$ cat src/hdl/bse_pkg.sv
package bse_pkg;

	localparam int MAX_ITEMS_DEF = 16;
	localparam int DATA_W        = 32;
	localparam int QUEUE_DEPTH   = 4;

	typedef struct packed {
		logic signed [DATA_W-1:0] value;
		logic                     last;
		logic                     keep;
		logic                     ovf;
	} entry_t;

endpackage

$ cat src/hdl/bse_front.sv
module bse_front #(
	parameter int MAX_ITEMS = bse_pkg::MAX_ITEMS_DEF
) (
	input  logic                             clk,
	input  logic                             arst_n,
	input  logic signed [bse_pkg::DATA_W-1:0] value,
	input  logic                             last_in,
	input  logic                             push,
	input  logic                             q_full,
	output logic                             q_push,
	output bse_pkg::entry_t                  q_entry
);

	localparam int CNT_W = $clog2(MAX_ITEMS + 1);

	logic [CNT_W-1:0] count_q;
	logic             ovf_q;
	logic             keep;
	logic             take;

	assign take   = push && !q_full;
	assign keep   = (count_q < CNT_W'(MAX_ITEMS));
	assign q_push = take;

	always_comb begin
		q_entry.value = value;
		q_entry.last  = last_in;
		q_entry.keep  = keep;
		q_entry.ovf   = ovf_q || !keep;
	end

	always_ff @(posedge clk or negedge arst_n) begin
		if (!arst_n) begin
			count_q <= '0;
			ovf_q   <= 1'b0;
		end else if (take) begin
			if (last_in) begin
				count_q <= '0;
				ovf_q   <= 1'b0;
			end else begin
				if (keep) begin
					count_q <= count_q + CNT_W'(1);
				end else begin
					ovf_q <= 1'b1;
				end
			end
		end
	end

endmodule

$ cat src/hdl/bse_fifo.sv
module bse_fifo (
	input  logic            clk,
	input  logic            arst_n,
	input  logic            wr,
	input  bse_pkg::entry_t wr_data,
	output logic            full,
	input  logic            rd,
	output bse_pkg::entry_t rd_data,
	output logic            empty
);

	localparam int PTR_W = $clog2(bse_pkg::QUEUE_DEPTH);
	localparam int CNT_W = $clog2(bse_pkg::QUEUE_DEPTH + 1);

	bse_pkg::entry_t  mem_q [bse_pkg::QUEUE_DEPTH];
	logic [PTR_W-1:0] wr_ptr_q;
	logic [PTR_W-1:0] rd_ptr_q;
	logic [CNT_W-1:0] cnt_q;
	logic             do_wr;
	logic             do_rd;

	assign full    = (cnt_q == CNT_W'(bse_pkg::QUEUE_DEPTH));
	assign empty   = (cnt_q == '0);
	assign do_wr   = wr && !full;
	assign do_rd   = rd && !empty;
	assign rd_data = mem_q[rd_ptr_q];

	always_ff @(posedge clk) begin
		if (do_wr) begin
			mem_q[wr_ptr_q] <= wr_data;
		end
	end

	always_ff @(posedge clk or negedge arst_n) begin
		if (!arst_n) begin
			wr_ptr_q <= '0;
			rd_ptr_q <= '0;
			cnt_q    <= '0;
		end else begin
			if (do_wr) begin
				wr_ptr_q <= wr_ptr_q + PTR_W'(1);
			end
			if (do_rd) begin
				rd_ptr_q <= rd_ptr_q + PTR_W'(1);
			end
			if (do_wr && !do_rd) begin
				cnt_q <= cnt_q + CNT_W'(1);
			end else if (do_rd && !do_wr) begin
				cnt_q <= cnt_q - CNT_W'(1);
			end
		end
	end

endmodule

$ cat src/hdl/bse_sorter.sv
module bse_sorter #(
	parameter int MAX_ITEMS = bse_pkg::MAX_ITEMS_DEF
) (
	input  logic                              clk,
	input  logic                              arst_n,
	input  bse_pkg::entry_t                   q_entry,
	input  logic                              q_empty,
	output logic                              q_pop,
	output logic signed [bse_pkg::DATA_W-1:0] sorted_value,
	output logic                              last_out,
	output logic                              overflow,
	output logic                              empty,
	input  logic                              pop
);

	localparam int CNT_W = $clog2(MAX_ITEMS + 1);
	localparam int IDX_W = $clog2(MAX_ITEMS);

	localparam logic [1:0] ST_LOAD = 2'd0;
	localparam logic [1:0] ST_SORT = 2'd1;
	localparam logic [1:0] ST_EMIT = 2'd2;

	logic [1:0]                       state_q;
	logic [CNT_W-1:0]                 cnt_q;
	logic [CNT_W-1:0]                 pass_q;
	logic                             phase_q;
	logic                             ovf_q;
	logic                             oval_q;
	logic signed [bse_pkg::DATA_W-1:0] cell_q   [MAX_ITEMS];
	logic signed [bse_pkg::DATA_W-1:0] cell_nxt [MAX_ITEMS];
	logic                             emit_go;

	assign q_pop   = (state_q == ST_LOAD) && !q_empty;
	assign empty   = !oval_q;
	assign emit_go = (state_q == ST_EMIT) && (!oval_q || pop);

	always_comb begin
		cell_nxt = cell_q;
		for (int i = 0; i < MAX_ITEMS - 1; i++) begin
			if ((i[0] == phase_q) && (CNT_W'(i + 1) < cnt_q) && (cell_q[i] > cell_q[i+1])) begin
				cell_nxt[i]   = cell_q[i+1];
				cell_nxt[i+1] = cell_q[i];
			end
		end
	end

	always_ff @(posedge clk) begin
		case (state_q)
			ST_LOAD: begin
				if (q_pop && q_entry.keep) begin
					cell_q[cnt_q[IDX_W-1:0]] <= q_entry.value;
				end
			end
			ST_SORT: begin
				if (pass_q != cnt_q) begin
					cell_q <= cell_nxt;
				end
			end
			ST_EMIT: begin
				if (emit_go) begin
					sorted_value <= cell_q[0];
					last_out     <= (cnt_q == CNT_W'(1));
					overflow     <= ovf_q;
					for (int i = 0; i < MAX_ITEMS - 1; i++) begin
						cell_q[i] <= cell_q[i+1];
					end
				end
			end
			default: begin
			end
		endcase
	end

	always_ff @(posedge clk or negedge arst_n) begin
		if (!arst_n) begin
			state_q <= ST_LOAD;
			cnt_q   <= '0;
			pass_q  <= '0;
			phase_q <= 1'b0;
			ovf_q   <= 1'b0;
			oval_q  <= 1'b0;
		end else begin
			if (pop && oval_q && !emit_go) begin
				oval_q <= 1'b0;
			end
			case (state_q)
				ST_LOAD: begin
					if (q_pop) begin
						if (q_entry.keep) begin
							cnt_q <= cnt_q + CNT_W'(1);
						end
						if (q_entry.last) begin
							ovf_q   <= q_entry.ovf;
							pass_q  <= '0;
							phase_q <= 1'b0;
							state_q <= ST_SORT;
						end
					end
				end
				ST_SORT: begin
					if (pass_q == cnt_q) begin
						state_q <= ST_EMIT;
					end else begin
						pass_q  <= pass_q + CNT_W'(1);
						phase_q <= !phase_q;
					end
				end
				ST_EMIT: begin
					if (emit_go) begin
						oval_q <= 1'b1;
						cnt_q  <= cnt_q - CNT_W'(1);
						if (cnt_q == CNT_W'(1)) begin
							state_q <= ST_LOAD;
						end
					end
				end
				default: begin
					state_q <= ST_LOAD;
				end
			endcase
		end
	end

endmodule

$ cat src/hdl/bubble_sort_engine.sv
// A set of n items reaches the sorter through a 4-entry queue and loads one item a cycle
// while the queue is not empty, is sorted in odd-even transposition passes, then emits one
// result a cycle while the output is empty or popped. The single sort array takes a new
// set only after its last result; the front takes next-set items while the queue has room.
// Reset (arst_n low, asynchronous) empties the queue and the output register and clears counts.
module bubble_sort_engine #(
	parameter int MAX_ITEMS = bse_pkg::MAX_ITEMS_DEF
) (
	input  logic                              clk,
	input  logic                              arst_n,
	input  logic signed [bse_pkg::DATA_W-1:0] value,
	input  logic                              last_in,
	input  logic                              push,
	output logic                              full,
	output logic signed [bse_pkg::DATA_W-1:0] sorted_value,
	output logic                              last_out,
	output logic                              overflow,
	output logic                              empty,
	input  logic                              pop
);

	bse_pkg::entry_t wr_entry;
	bse_pkg::entry_t rd_entry;
	logic            q_push;
	logic            q_pop;
	logic            q_empty;

	bse_front #(
		.MAX_ITEMS(MAX_ITEMS)
	) u_front (
		.clk     (clk),
		.arst_n  (arst_n),
		.value   (value),
		.last_in (last_in),
		.push    (push),
		.q_full  (full),
		.q_push  (q_push),
		.q_entry (wr_entry)
	);

	bse_fifo u_fifo (
		.clk     (clk),
		.arst_n  (arst_n),
		.wr      (q_push),
		.wr_data (wr_entry),
		.full    (full),
		.rd      (q_pop),
		.rd_data (rd_entry),
		.empty   (q_empty)
	);

	bse_sorter #(
		.MAX_ITEMS(MAX_ITEMS)
	) u_sorter (
		.clk          (clk),
		.arst_n       (arst_n),
		.q_entry      (rd_entry),
		.q_empty      (q_empty),
		.q_pop        (q_pop),
		.sorted_value (sorted_value),
		.last_out     (last_out),
		.overflow     (overflow),
		.empty        (empty),
		.pop          (pop)
	);

endmodule
$ cat config.mk
export PLATFORM = sky130hd
export DESIGN_NAME = bubble_sort_engine
export DESIGN_NICKNAME = d
export VERILOG_FILES = /design/src/hdl/bse_pkg.sv /design/src/hdl/bse_front.sv /design/src/hdl/bse_fifo.sv /design/src/hdl/bse_sorter.sv /design/src/hdl/bubble_sort_engine.sv
export SDC_FILE = /design/constraint.sdc
export NUM_CORES = 2
export LEC_CHECK = 0
export ABC_CLOCK_PERIOD_IN_PS = 5300
export BUFFER_PORTS_ARGS = -buffer_cell sky130_fd_sc_hd__buf_2
export CAP_MARGIN = 20
export CORE_ASPECT_RATIO = 1.4
export CORE_MARGIN = 2
export CORE_UTILIZATION = 40
export DETAILED_ROUTE_END_ITERATION = 8
export HOLD_SLACK_MARGIN = 0.06
export REMOVE_ABC_BUFFERS = 1
export SLEW_MARGIN = 5
export SYNTH_ARGS = -nofsm -noshare
export SYNTH_HDL_FRONTEND = slang
export SYNTH_HIERARCHICAL = 1
export SYNTH_SLANG_ARGS = --single-unit
$ cat constraint.sdc
create_clock -name clk -period 5.3 [get_ports clk]
set_input_delay 0.795 -clock clk [delete_from_list [all_inputs] [get_ports clk]]
set_output_delay 0.795 -clock clk [all_outputs]
set_load 0.005 [all_outputs]
==> results.yml <==
global_routing:
  antenna_found_initial: 2
  track_usage_pct: 26.69
  grt_max_degree: 42
  grt_pass1_wl_um: 225000
  grt_remaining_overflow: 0
  grt_pass1_vias: 33800
clock_network:
  cts_resized: 0
  cts_tree: "yes"
  cts_hold_buf: 0
  numCtsBuffers: 71
  clock_sinks: 714
  clkLatencyLatePin_ns: 0.70
  htree_num_levels: 3
  cts_buffer_depth: 3
  clockRootBuffer: "clkbuf_16"
  cts_setup_buffers: 0
  clkTransAtPathRegs_ns: 0.07
logic_synthesis:
  synth_edf_count: 686
  ys_seq_area_share_pct: 47.69
  synth-seq-cells: 714
  yosysWarnings: 6
  synthFlopType: "edfxtp_1"
  avgSynthCellArea_um2: 10.97
  async_flop_share_pct: 3.922
  synthCells: 4072
  synth_area_um2: 44670
  yosysUniqueCellTypes: 80
sta:
  rsz0062_at_grt: "no"
  skew_ns: 0.04076
  final.min_clock_period_ns: 4.295
  fmaxAchievable_mhz: 232.8
  finalSetupViolations: 0
  hold_viol: 0
  fin_tns_setup_ns: 0
  worst_pin_slew_ns: 1.207
  relSlewSlack_pct: 19.34
  maxSlewViolCount: 0
  period_share_pct: 81.04
routing:
  wl_met2_um: 72420
  remaining_drc_errors: 0
  wirelength_met1_um: 57990
  dr.pass1.iters: 6
  wl_um: 153900
  wl_per_cell_um: 27.62
  first_iter_violations: 3518
  viasPerCell: 6.206
  postRouteAntennaNets: 0
  wl_met3_um: 11610
  dr.max_layer_used: "met5"
  via_count: 34580
critical_path:
  crit_required_ns: 5.60
  cp-start-kind: "flip-flop"
  crit_fanout: 32
  path_class: "flip-flop to flip-flop"
  critPathCaptureType: "flip-flop"
  arrival_ns: 4.59
place:
  place_hpwl_um: 110800
  port_buffers: 72
  dp.cells: 5436
  routabilityCongestion: 0.9236
final_layout:
  fill_cells: 10250
  layout-drive-gt1-share_pct: 8.486
  final_cells: 5573
  fin_nets: 4579
  area_growth_syn_to_layout_pct: 9.645
die:
  die_area_um2: 114400
  start_util_pct: 40.16
  core.rowCount: 145
  ios: 73
  dieWidth_um: 286.4
  core_um2: 111200
  die_h_um: 399.4
hold_path:
  hold_path_class: "input pin to asynchronous set/reset pin"
run:
  maxCapViolCount: 0
status:
  status: "complete, no violations"
-- registers in the layout (all words and copies together), names as in the netlist, 2 cells and up --
| register | count |
|---|---|
| u_front/count_q | 5 |
| u_sorter/pass_q | 5 |
| u_sorter/cnt_q | 5 |
| u_sorter/cell_q | 512 |
| u_sorter/sorted_value | 32 |
| u_fifo/wr_ptr_q | 2 |
| u_sorter/state_q | 2 |
| u_fifo/cnt_q | 3 |
| u_fifo/rd_ptr_q | 2 |
| u_fifo/mem_q | 140 |
-- worst max-delay path: stages (launching register included) --
cell	delay, ns
edfxtp_1	0.54
ha_1	0.46
nand4_1	0.11
or4_1	0.62
a31oi_1	0.43
a211oi_1	0.20
xnor2_1	0.17
nor2_1	0.41
o221a_2	0.91
-- path summary, 6_finish.rpt --
path | cells after the start | start | endpoint | slack (ns)
setup / recovery | 8 | u_sorter/cell_q[223]$_DFFE_PP_ | u_sorter/cell_q[166]$_DFFE_PP_ | 1.00
hold / removal | 1 | arst_n | u_front/count_q[0]$_DFFE_PN0P_ | 0.15
setup reg to reg | 8 | u_sorter/cell_q[223]$_DFFE_PP_ | u_sorter/cell_q[166]$_DFFE_PP_ | 1.00
hold reg to reg | 1 | u_fifo/cnt_q[2]$_DFFE_PN0P_ | u_fifo/cnt_q[2]$_DFFE_PN0P_ | 0.50
max in group asynchronous | 1 | arst_n | u_fifo/rd_ptr_q[0]$_DFFE_PN0P_ | 4.66
min in group clk | 1 | value[26] | u_fifo/mem_q[1][29]$_DFFE_PP_ | 0.31
-- layout make-up --
type	count	area, µm²	area share [%]
antenna	2	5.005	0.01022
clock buffer	82	1828	3.733
clock inverter	47	639.4	1.306
inverter	527	1978	4.039
multi-input combinational	2582	20400	41.65
sequential	714	21300	43.50
tap	1470	1839	3.756
timing repair buffer	149	984.7	2.011
-- kinds of logic after synthesis --
kind of cell | after synthesis | share of synthesized area, %
AO/OA/AOI/OAI | 1093 | 18.83
XOR/XNOR | 25 | 0.4902
adder cells (fa/ha/maj) | 497 | 13.94
buffers and inverters | 776 | 7.079
flip-flops | 714 | 47.69
multiplexers | 49 | 2.143
AND/OR/NAND/NOR | 918 | 9.827
-- layer usage --
metal | global-route usage, % | vias to the layer above
met1 | 31.47 | 17160
li1 | - | 15400
met3 | 4.686 | 431
met2 | 44.12 | 1590
met5 | 0 | -
met4 | 18.83 | 4
-- stage by stage --
stage / hold slack [ns] / instance area [µm²] / setup slack, ns / util, %
final: 0.1454 / 48970 / 1.005 / 44.04
after global routing: 0.1924 / 48970 / 0.8685 / 44.03
after global placement: 0.4825 / 46410 / 1.046 / 41.73
after detailed placement: 0.4844 / 46410 / 1.098 / 41.73
after floorplan: 0.4194 / 43480 / -0.7234 / -
after CTS: 0.1392 / 48880 / 1.091 / 43.95
-- cells in the mapped netlist (54+ instances only) --
cell type / number / area [µm²]
nor3_1: 54 / 270.3
nand4_1: 96 / 600.6
clkbuf_1: 150 / 563.0
ha_1: 496 / 6206
a21oi_1: 211 / 1056
a22o_1: 112 / 980.9
inv_1: 525 / 1971
a221o_1: 343 / 3433
nand2_1: 235 / 882.1
and2_1: 68 / 425.4
o21ai_0: 146 / 730.7
edfxtp_1: 686 / 20600
nor2_1: 300 / 1126
a21o_1: 74 / 555.5
-- cell usage in the layout (no fill, tap or decap), types with 72 or more instances in the layout --
cell,n
nand2_1,234
o21ai_0,146
nand4_1,96
a22o_1,112
inv_1,525
buf_2,72
a21oi_1,208
ha_1,496
edfxtp_1,686
nor2_1,295
a221o_1,343
a21o_1,74
buf_4,72
Power is not shown: default switching activity piles up to over one toggle a cycle in this logic, so the estimate is an artifact.
